`config.mk`:
```
export PLATFORM = sky130hd
export DESIGN_NAME = quality_alert_qualifier
export DESIGN_NICKNAME = d
export VERILOG_FILES = /design/src/rtl/core/qaq_pkg.sv /design/src/rtl/core/quality_alert_qualifier.sv /design/src/rtl/core/qaq_cfg_regs.sv /design/src/rtl/core/qaq_step.sv
export SDC_FILE = /design/constraint.sdc
export NUM_CORES = 1
export LEC_CHECK = 0
export BUFFER_PORTS_ARGS = -buffer_cell sky130_fd_sc_hd__buf_2
export CAP_MARGIN = 20
export CORE_MARGIN = 2
export CORE_UTILIZATION = 43
export CTS_CLUSTER_SIZE = 8
export DETAILED_ROUTE_END_ITERATION = 7
export GPL_TIMING_DRIVEN = 0
export MAX_ROUTING_LAYER = met4
export PLACE_DENSITY = 0.58
export SYNTH_ARGS = -nofsm -noshare
export SYNTH_HDL_FRONTEND = slang
export SYNTH_SLANG_ARGS = --single-unit
export TNS_END_PERCENT = 100
```
`constraint.sdc`:
```
create_clock -name clk -period 5.9 [get_ports clk]
set_clock_uncertainty 0.2 [all_clocks]
set_input_delay 0.59 -clock clk [delete_from_list [all_inputs] [get_ports clk]]
set_output_delay 0.59 -clock clk [all_outputs]
set_load 0.1 [all_outputs]
```
`src/rtl/core/qaq_pkg.sv`:
```
`timescale 1ns / 1ps
// ----------------------------------------------------------------------------
// qaq_pkg
// Shared types, register indexes and helpers for the quality alert qualifier.
// ----------------------------------------------------------------------------
package qaq_pkg;

    localparam int QUALITY_W = 14;
    localparam int PCT_W     = 7;
    localparam int COUNT_W   = 16;
    localparam int CFG_IDX_W = 3;
    localparam int CFG_DAT_W = 16;
    localparam int IN_DATA_W = 16;
    localparam int OUT_DATA_W = 24;

    localparam logic [COUNT_W-1:0] COUNT_MAX = {COUNT_W{1'b1}};

    typedef enum logic
    {
        OP_TICK  = 1'b0,
        OP_CLEAR = 1'b1
    } op_t;

    // Register indexes on the configuration port
    localparam logic [CFG_IDX_W-1:0] REG_ALERT_ENABLE     = 3'd0;
    localparam logic [CFG_IDX_W-1:0] REG_MAIL_HOST_SET    = 3'd1;
    localparam logic [CFG_IDX_W-1:0] REG_RECIPIENT_SET    = 3'd2;
    localparam logic [CFG_IDX_W-1:0] REG_LOW_THRESHOLD    = 3'd3;
    localparam logic [CFG_IDX_W-1:0] REG_RECOVER_LEVEL    = 3'd4;
    localparam logic [CFG_IDX_W-1:0] REG_LOW_TICKS_NEEDED = 3'd5;
    localparam logic [CFG_IDX_W-1:0] REG_COOLDOWN_TICKS   = 3'd6;

    typedef struct packed
    {
        logic               alert_enable;
        logic               mail_host_set;
        logic               recipient_set;
        logic [PCT_W-1:0]   low_threshold;
        logic [PCT_W-1:0]   recover_level;
        logic [COUNT_W-1:0] low_ticks_needed;
        logic [COUNT_W-1:0] cooldown_ticks;
    } cfg_t;

    typedef struct packed
    {
        logic [COUNT_W-1:0] low_ticks;
        logic [COUNT_W-1:0] cooldown_left;
        logic               signal_seen;
    } state_t;

    typedef struct packed
    {
        op_t                  operation;
        logic [QUALITY_W-1:0] quality;
        logic                 has_data;
    } tick_t;

    typedef struct packed
    {
        logic               alert;
        logic [COUNT_W-1:0] low_count;
        logic               in_cooldown;
    } result_t;

    // Percent to hundredths: x*100 = x*64 + x*32 + x*4, fits in 14 bits
    function automatic logic [QUALITY_W-1:0] pct_to_hundredths(input logic [PCT_W-1:0] pct);
        logic [QUALITY_W-1:0] x;
        x = {{(QUALITY_W-PCT_W){1'b0}}, pct};
        return (x << 6) + (x << 5) + (x << 2);
    endfunction

endpackage

```
`src/rtl/core/quality_alert_qualifier.sv`:
```
`timescale 1ns / 1ps
// ----------------------------------------------------------------------------
// quality_alert_qualifier
// Qualifies low-quality alerts with hysteresis, arming and cooldown.
// ----------------------------------------------------------------------------
// Usage:
//   s_axis carries one tick per word: tuser is the operation (tick or clear),
//   tdata holds the quality sample and the data-valid flag. m_axis returns one
//   result word per tick: alert flag, low tick count and cooldown flag.
//   The cfg channel writes one register per word (index, data); it is always
//   ready and should only be used while no ticks are in flight.
// Pipeline and throughput:
//   Two register stages: an accepted tick sits in the input register, and its
//   result is loaded into the result register as it advances, then shown on
//   m_axis. One tick per cycle is sustained while m_axis is not stalled; the
//   state update is one pass of compare and increment logic between the stages.
// Reset:
//   rst_n clears the counters, the arming flag and both pipeline stages, and
//   loads the register defaults (monitoring off, no mail host, no recipient).
// Stall:
//   While m_axis_tready is low the result holds and the input register keeps
//   one more tick; s_axis_tready drops only when both stages are full.
// ----------------------------------------------------------------------------
module quality_alert_qualifier
(
    input  logic                                clk,
    input  logic                                rst_n,
    // configuration write channel
    input  logic                                cfg_valid,
    output logic                                cfg_ready,
    input  logic [qaq_pkg::CFG_IDX_W-1:0]       cfg_index,
    input  logic [qaq_pkg::CFG_DAT_W-1:0]       cfg_data,
    // tick input
    input  logic                                s_axis_tvalid,
    output logic                                s_axis_tready,
    input  logic [qaq_pkg::IN_DATA_W-1:0]       s_axis_tdata,  // quality[13:0], has_data[14]
    input  logic                                s_axis_tuser,  // operation
    // result output
    output logic                                m_axis_tvalid,
    input  logic                                m_axis_tready,
    output logic [qaq_pkg::OUT_DATA_W-1:0]      m_axis_tdata   // alert[0], low_count[16:1],
                                                               // in_cooldown[17]
);

    qaq_pkg::cfg_t    cfg;
    qaq_pkg::state_t  state_reg;
    qaq_pkg::state_t  state_next;
    qaq_pkg::tick_t   tick_reg;
    qaq_pkg::result_t res_reg;
    qaq_pkg::result_t res_next;
    logic             in_valid_reg;
    logic             out_valid_reg;
    logic             out_free;
    logic             advance;
    logic             s_accept;

    qaq_cfg_regs u_cfg
    (
        .clk       (clk),
        .rst_n     (rst_n),
        .cfg_valid (cfg_valid),
        .cfg_ready (cfg_ready),
        .cfg_index (cfg_index),
        .cfg_data  (cfg_data),
        .cfg       (cfg)
    );

    qaq_step u_step
    (
        .cfg  (cfg),
        .cur  (state_reg),
        .tick (tick_reg),
        .nxt  (state_next),
        .res  (res_next)
    );

    assign out_free      = !out_valid_reg || m_axis_tready;
    assign advance       = in_valid_reg && out_free;
    assign s_axis_tready = !in_valid_reg || advance;
    assign s_accept      = s_axis_tvalid && s_axis_tready;

    assign m_axis_tvalid = out_valid_reg;
    assign m_axis_tdata  = {6'd0, res_reg.in_cooldown, res_reg.low_count, res_reg.alert};

    always_ff @(posedge clk or negedge rst_n)
    begin
        if (!rst_n)
        begin
            in_valid_reg  <= 1'b0;
            out_valid_reg <= 1'b0;
            state_reg     <= '0;
        end
        else
        begin
            if (s_accept)
            begin
                in_valid_reg <= 1'b1;
            end
            else if (advance)
            begin
                in_valid_reg <= 1'b0;
            end
            if (advance)
            begin
                out_valid_reg <= 1'b1;
                state_reg     <= state_next;
            end
            else if (m_axis_tready)
            begin
                out_valid_reg <= 1'b0;
            end
        end
    end

    always_ff @(posedge clk)
    begin
        if (s_accept)
        begin
            tick_reg.operation <= qaq_pkg::op_t'(s_axis_tuser);
            tick_reg.quality   <= s_axis_tdata[qaq_pkg::QUALITY_W-1:0];
            tick_reg.has_data  <= s_axis_tdata[qaq_pkg::QUALITY_W];
        end
        if (advance)
        begin
            res_reg <= res_next;
        end
    end

    // Counter state moves only when a tick passes to the result stage
    assert property (@(posedge clk) disable iff (!rst_n)
        !advance |=> $stable(state_reg))
        else $error("qualifier state changed without a tick");

    // An alert clears the count, so a running cooldown always sees a zero count
    assert property (@(posedge clk) disable iff (!rst_n)
        state_reg.cooldown_left != '0 |-> state_reg.low_ticks == '0)
        else $error("low count nonzero during cooldown");

    // A cooldown tick never reports an alert
    assert property (@(posedge clk) disable iff (!rst_n)
        out_valid_reg && res_reg.in_cooldown |-> !res_reg.alert)
        else $error("alert reported on a cooldown tick");

    // A clear operation leaves all state at zero
    assert property (@(posedge clk) disable iff (!rst_n)
        advance && tick_reg.operation == qaq_pkg::OP_CLEAR |=> state_reg == '0)
        else $error("clear did not reset the qualifier state");

    // Both stages full with m_axis stalled means the input side must be stalled
    assert property (@(posedge clk) disable iff (!rst_n)
        in_valid_reg && out_valid_reg && !m_axis_tready |-> !s_axis_tready)
        else $error("tick accepted with both stages full");

endmodule

```
`src/rtl/core/qaq_cfg_regs.sv`:
```
`timescale 1ns / 1ps
// ----------------------------------------------------------------------------
// qaq_cfg_regs
// Configuration register file, written one register per word.
// ----------------------------------------------------------------------------
module qaq_cfg_regs
(
    input  logic                            clk,
    input  logic                            rst_n,
    input  logic                            cfg_valid,
    output logic                            cfg_ready,
    input  logic [qaq_pkg::CFG_IDX_W-1:0]   cfg_index,
    input  logic [qaq_pkg::CFG_DAT_W-1:0]   cfg_data,
    output qaq_pkg::cfg_t                   cfg
);

    qaq_pkg::cfg_t cfg_reg;
    qaq_pkg::cfg_t cfg_next;

    assign cfg_ready = 1'b1;
    assign cfg       = cfg_reg;

    always_comb
    begin
        cfg_next = cfg_reg;
        if (cfg_valid)
        begin
            unique case (cfg_index)
                qaq_pkg::REG_ALERT_ENABLE:     cfg_next.alert_enable     = cfg_data[0];
                qaq_pkg::REG_MAIL_HOST_SET:    cfg_next.mail_host_set    = cfg_data[0];
                qaq_pkg::REG_RECIPIENT_SET:    cfg_next.recipient_set    = cfg_data[0];
                qaq_pkg::REG_LOW_THRESHOLD:
                    cfg_next.low_threshold = cfg_data[qaq_pkg::PCT_W-1:0];
                qaq_pkg::REG_RECOVER_LEVEL:
                    cfg_next.recover_level = cfg_data[qaq_pkg::PCT_W-1:0];
                qaq_pkg::REG_LOW_TICKS_NEEDED: cfg_next.low_ticks_needed = cfg_data;
                qaq_pkg::REG_COOLDOWN_TICKS:   cfg_next.cooldown_ticks   = cfg_data;
                default:                       cfg_next = cfg_reg;
            endcase
        end
    end

    always_ff @(posedge clk or negedge rst_n)
    begin
        if (!rst_n)
        begin
            cfg_reg.alert_enable     <= 1'b0;
            cfg_reg.mail_host_set    <= 1'b0;
            cfg_reg.recipient_set    <= 1'b0;
            cfg_reg.low_threshold    <= 7'd50;
            cfg_reg.recover_level    <= 7'd70;
            cfg_reg.low_ticks_needed <= 16'd5;
            cfg_reg.cooldown_ticks   <= 16'd60;
        end
        else
        begin
            cfg_reg <= cfg_next;
        end
    end

endmodule

```
`src/rtl/core/qaq_step.sv`:
```
`timescale 1ns / 1ps
// ----------------------------------------------------------------------------
// qaq_step
// Next-state and result logic for one tick of the qualifier.
// ----------------------------------------------------------------------------
module qaq_step
(
    input  qaq_pkg::cfg_t   cfg,
    input  qaq_pkg::state_t cur,
    input  qaq_pkg::tick_t  tick,
    output qaq_pkg::state_t nxt,
    output qaq_pkg::result_t res
);

    logic [qaq_pkg::QUALITY_W-1:0] recover_hund;
    logic [qaq_pkg::QUALITY_W-1:0] thresh_hund;
    logic                          recovered;
    logic                          below;
    logic                          seen_upd;
    logic [qaq_pkg::COUNT_W-1:0]   count_inc;

    assign recover_hund = qaq_pkg::pct_to_hundredths(cfg.recover_level);
    assign thresh_hund  = qaq_pkg::pct_to_hundredths(cfg.low_threshold);
    assign recovered    = (tick.quality >= recover_hund);
    assign below        = (tick.quality < thresh_hund);
    assign seen_upd     = cur.signal_seen | recovered;
    assign count_inc    = (cur.low_ticks == qaq_pkg::COUNT_MAX) ? cur.low_ticks
                                                               : cur.low_ticks + 16'd1;

    always_comb
    begin
        nxt             = cur;
        res.alert       = 1'b0;
        res.in_cooldown = 1'b0;
        if (tick.operation == qaq_pkg::OP_CLEAR || !cfg.alert_enable)
        begin
            nxt = '0;
        end
        else if (!cfg.mail_host_set)
        begin
            nxt = cur;
        end
        else if (cur.cooldown_left != '0)
        begin
            // burn one cooldown tick
            nxt.cooldown_left = cur.cooldown_left - 16'd1;
            res.in_cooldown   = 1'b1;
        end
        else if (tick.has_data || cur.signal_seen)
        begin
            nxt.signal_seen = seen_upd;
            // a zero sample counts only once armed
            if (below && (seen_upd || tick.quality != '0))
            begin
                if (count_inc >= cfg.low_ticks_needed)
                begin
                    res.alert         = cfg.recipient_set;
                    nxt.low_ticks     = '0;
                    nxt.cooldown_left = cfg.cooldown_ticks;
                end
                else
                begin
                    nxt.low_ticks = count_inc;
                end
            end
            else if (recovered)
            begin
                nxt.low_ticks = '0;
            end
        end
        res.low_count = nxt.low_ticks;
    end

endmodule

```
Word-level counts from Yosys, hierarchy flattened
Cells that the tools add are included.

storage, ports and cells
  output and inout port bits = 27
  bits of input ports = 41
  flip-flop bits (word level) = 118
  word-level logic and storage cells = 89

cells by class
  reductions and logical operators = 32
  add/subtract/negate cells = 6
  equality and inequality tests = 8
  $lt $le $gt $ge = 3
  bitwise logic cells = 5
  multiplexer cells = 17

operators by type and width
  kind                     number
  $mux W16                 8
  $mux W33                 3
  $add A13 B12 Y14         2
  $add A14 B9 Y14          2
  $add A16 B1 Y16 const B  1
  $eq A16 B16 Y1 const B   1
  $ge A16 B16 Y1           1
  $reduce_bool A16 Y1      1
  $sub A16 B1 Y16 const B  1
  $ge A14 B14 Y1           1
  $lt A14 B14 Y1           1
  $reduce_and A2 Y1        7
  $reduce_bool A14 Y1      1
  $eq A3 B3 Y1 const B     3
  $reduce_bool A3 Y1       3
  $reduce_bool A2 Y1       4
  $eq A3 B2 Y1 const B     2
  $mux W1                  6
  $reduce_or A6 Y1         1
  $logic_or A1 B1 Y1       5
  $reduce_and A5 Y1        1
  $not A1 Y1               4
  $reduce_and A4 Y1        1
  $eq A3 B1 Y1 const B     1
  other kinds (6)          10

Logic depth before layout (Yosys ltp)
  depth after elaboration = 11
  gate-level depth with buffers = 18
  depth with buffers taken out = 17

Modules after synthesis
Synthesis repeated with hierarchy kept, for this count alone.

second synthesis, totals
  cell total of the unflattened synthesis = 665
  area total of the unflattened synthesis = 7589.8 sq um

modules (own cells, without submodules)
  module                   seq. area each (sq um)  cells each  area each (sq um)  times used
  qaq_step                 0.0                     435         3047.9             1
  quality_alert_qualifier  1896.8                  119         2514.9             1
  qaq_cfg_regs             1241.2                  111         2026.9             1

Least setup slack after synthesis
Ideal clock, no wire load.

  path kind = register to register
  from = register u_cfg.cfg_reg (netlist bit u_cfg.cfg[33])
  to = register res_reg (netlist bit m_axis_tdata[13]), data pin
  arrival = 3827 ps
  buffers on the path = 1
  cell stages (with the launch flop) = 19
  required time = 5434 ps
  slack = 1607 ps
  period minus slack after synthesis = 4293 ps
  library setup time = 266 ps
  path through = dfstp_2 fa_1 ha_1 fa_1 a21oi_1 nor2_1 nor2_1 o21bai_1 a21oi_1 xor2_1 ha_1 a21oi_1 a21boi_0 nor4_1 o21a_1 and4bb_4 buf_6 a22oi_2 nor2_1

RTL lines
  item                    line                            source
  start, declared         qaq_cfg_regs.sv:17              qaq_pkg::cfg_t cfg_reg;
  start signal, assigned  qaq_cfg_regs.sv:57              cfg_reg <= cfg_next;
  end signal, assigned    quality_alert_qualifier.sv:125  res_reg <= res_next;
  end, declared           quality_alert_qualifier.sv:49   qaq_pkg::result_t res_reg;

Worst setup path after layout
  from = register state_reg[24] in the netlist's numbering
  to = register state_reg[11] in the netlist's numbering

between the ends
  longest elaborated chain between the ends = 5
  elaborated cells on any way between the ends = 6
  classes of those cells = add/sub: 1; order compare: 1; eq/ne: 1; mux: 1; reduce/logical: 2

RTL lines
  item                                                      line                            source
  start, declared                                           quality_alert_qualifier.sv:46   qaq_pkg::state_t state_reg;
  start signal, assigned                                    quality_alert_qualifier.sv:106  state_reg <= state_next;
  $add A16 B1 Y16 / $eq A16 B16 Y1 (equally long branches)  qaq_step.sv:28, qaq_step.sv:27
  $mux W16 *                                                qaq_step.sv:27                  assign count_inc = (cur.low_ticks == qaq_pkg::COUNT_MAX) ? cur.low_ticks
  $ge A16 B16 Y1 *                                          qaq_step.sv:55                  if (count_inc >= cfg.low_ticks_needed)
  $reduce_bool A3 Y1 (no source line) *                     n/a
  $reduce_and A5 Y1 (no source line) *                      n/a

Mark *: on every way between the ends. The rest lies on a longest branch, timed or not.
A chain may end at the register's enable or synchronous reset.

==> summary.md <==
| Metric | Value |
|---|---|
| Number of global-route vias before repair | 5644 |
| Inserted Clock Buffers | 17 |
| Final setup viols | 0 |
| Distinct cell type count after synthesis | 76 |
| First-pass GRT wire length | 30.15 mm |
| IO Pins | 68 |
| Clock Path Buffers | 2 |
| DRT Pass-1 Iters | 5 |
| Core area | 16700 um^2 |
| Cell accounting for the most synthesized area | dfrtp_1 |
| Worst R2R Path Depth | 15 |
| Worst slew pin tran | 1.055 ns |
| Flop2flop setup slack | 0.49 ns |
| Data required, critical path | 6.01 ns |
| Max-cap violation count | 0 |
| Total Wirelength | 18.59 mm |
| Initial Util | 0.4425 |
| Post-synthesis cell area | 7391 um^2 |
| DRC Markers | 0 |
| Drt via density | 5.620 |
| Hold depth | 1 |
| Die height | 135.1 um |
| Area grow syn2layout | 16.34% |
| 1st-iter DRT viols | 461 |
| CTS tree | built |
| Fillcell total | 1541 |
| Pre-CTS WS | 0.4844 ns |
| Cell area after placement | 8010 um^2 |
| Setup TNS | 0 ns |
| Crit share post-route | 0.9176 |
| Final WS setup | 0.4862 ns |
| Initial antenna violation count | 0 |
| Largest net degree at the start of global routing | 47 |
| Share of layout cells above drive strength 1 | 0.2456 |
| Final core utilization | 0.5148 |
| Die area | 18250 um^2 |
| CP Max Fanout | 10 |
| Post-synth ARST share | 0.7119 |
| R2r endpoint | state_reg[11] |
| WP data arrival | 5.53 ns |
| Antenna fix cells | 0 |
| Ranking of synthesized cells by area | dfrtp_1 24%, edfxtp_1 14%, ha_1 11% |
| Worst hold slack | 0.1369 ns |
| Cell Rows | 47 |
| Clock-pin slew on the worst setup and hold paths | 0.06 ns |
| Total GRT Usage | 0.2228 |
| Post-synth EDFFs | 34 |
| Fin area | 8598 um^2 |
| Hold WC Path Type | in -> reg |
| Max reg flops | 49 |
| Total Nets Final | 894 |
| Grt total ovfl | 0 |
| DR WL/cell | 18.33 um |
| Max Freq | 184.7 MHz |
| Commonest non-fill, non-tap cell in the layout | dfrtp_1 |
| Status | completed |
| Register area share after synthesis | 0.4246 |
| Via Count | 5699 |
| Seq cells post-synth | 118 |
| Final hold vios | 0 |
| GPL Wtd Cong | 0.9118 |
| Min-Delay Endpoint | tick_reg[9] |
| CTS sink count | 118 |
| Synth top area share | 0.2438 |
| Relative slew slack | 0.2920 |
| Leak pwr | 3.894 nW |
| Launching point of the worst reg2reg path | state_reg[24] |
| Most frequent cells in the layout | 72 x dfrtp_1, 64 x ha_1, 62 x buf_2 |
| Clk root buf | clkbuf_16 |
| Syn avg cell area | 10.60 um^2 |
| Clock latency on the worst-skew pair | 0.43 ns |
| Syn Inst Count | 697 |
| Post-CTS Repair Setup Buffers | 0 |
| DIE WIDTH | 135.1 um |
| IO buf count | 57 |
| Detailed Place HPWL | 14.04 mm |
| WS Path Type | reg -> reg |
| Yosys warns | 0 |
| Worst ir drop on vdd | 0.0003723 V |
| Worst Setup End Kind | flip-flop |
| Max-slew violation count | 0 |
| Main flop type after synthesis | dfrtp_1 |
| RSZ-0062 raised after global routing | false |
| Final min period | 5.414 ns |
| Startpoint types | flip-flop |
| H-tree level count | 4 |
| Worst Min Path Start | s_axis_tdata[8] |
| DRT antenna net count | 0 |
| PwrDens | 504.3 nW/um^2 |
==> repair_timing <==
| action | in CTS | in global routing |
|---|---|---|
| resized for setup | 0 | 1 |
| endpoints found under the hold margin | 38 | 0 |
| endpoints found under the setup margin | 0 | 1 |
| hold buffers | 1 | 0 |
==> cell usage after synthesis, types with 4 or more instances <==
cell type,n
a22oi_2,7
or3_1,6
inv_1,47
a22oi_1,5
o21ai_1,4
buf_2,6
nand4_1,13
a221o_1,6
nand3_1,20
o21ai_0,24
nand2_1,38
nand2b_1,10
xor2_1,6
dfrtp_1,72
dfstp_2,12
xnor2_1,14
nor2_1,49
a22o_1,9
a21o_1,7
buf_4,9
ha_1,64
mux2_2,48
a21oi_1,38
a211oi_1,6
edfxtp_1,34
fa_1,8
and3_1,7
nor4_1,7
o21bai_1,6
clkbuf_1,16
nor3_1,16
a31oi_1,4
a211o_1,5
or2_2,5
==> cells by family (layout without fill, tap and decap cells) <==
| logic type | Yosys count | after routing | synth area share |
|---|---|---|---|
| compound gates | 152 | 152 | 0.1459 |
| xor+xnor | 20 | 20 | 0.02370 |
| fa+ha+maj | 72 | 72 | 0.1300 |
| buf+inv | 82 | 174 | 0.04926 |
| flops | 118 | 118 | 0.4246 |
| mux | 50 | 50 | 0.07584 |
| other cells | 2 | 7 | 0.001016 |
| simple gates | 201 | 201 | 0.1497 |
==> report_power, final <==
| part | total (mW) | switching, mW | internal, mW |
|---|---|---|---|
| registers | 1.13 | 0.131 | 0.996 |
| logic | 2.21 | 1.34 | 0.870 |
| clock network | 1.00 | 0.394 | 0.607 |
==> layer usage <==
metal / share of wire / wire length (um) / vias to the layer above / track usage
li1: - / - / 2722 / -
met1: 0.46 / 8609 / 2758 / 0.3035
met2: 0.46 / 8478 / 183 / 0.3305
met3: 0.058 / 1085 / 36 / 0.04129
met4: 0.022 / 416 / 0 / 0.08854
met5: 0 / 0 / - / -
==> metrics by stage <==
step / total power [mW] / instances
after floorplan: 2.813 / 702
after global placement: 3.252 / 979
after detailed placement: 3.320 / 981
after CTS: 4.332 / 1014
after global routing: 4.659 / 1014
final: 4.337 / 1014
==> worst max-delay path: stages, from the launching register on <==
cell and delay [ns]:
dfrtp_1 0.32, clkbuf_1 0.31, nand4_1 0.31, nor4_2 0.63, nand2_1 0.39, nand4_1 0.21
xnor2_1 0.13, ha_1 0.31, o21a_1 0.11, nor2_1 0.04, o311ai_0 0.61, a31o_2 0.40
nand4_1 0.38, a21o_2 0.38, buf_4 0.20, a221o_1 0.35
==> cell type report <==
cell class              instances  area, um^2  area share
well taps                     220       275.3     0.03201
clock inverters                11       68.82    0.008003
multi-input cells             502        3913      0.4550
repair buffers                 60       335.3     0.03900
plain buffers                  33       180.2     0.02095
clock buffers                  21       504.2     0.05864
flip-flops and latches        118        3138      0.3650
inverters                      49       183.9     0.02139
==> worst max path at each step <==
stage | from | end | cells after the start
6_report | state_reg[24] | state_reg[11] | 15
3_5_place_dp | state_reg[24] | m_axis_tdata[1] | 13
5_1_grt | state_reg[24] | state_reg[11] | 15
2_1_floorplan | u_cfg.cfg[33] | m_axis_tdata[13] | 18
3_3_place_gp | state_reg[24] | m_axis_tdata[5] | 13
4_1_cts | state_reg[24] | m_axis_tdata[1] | 13
Note: power is estimated with default switching activity, not from simulation.
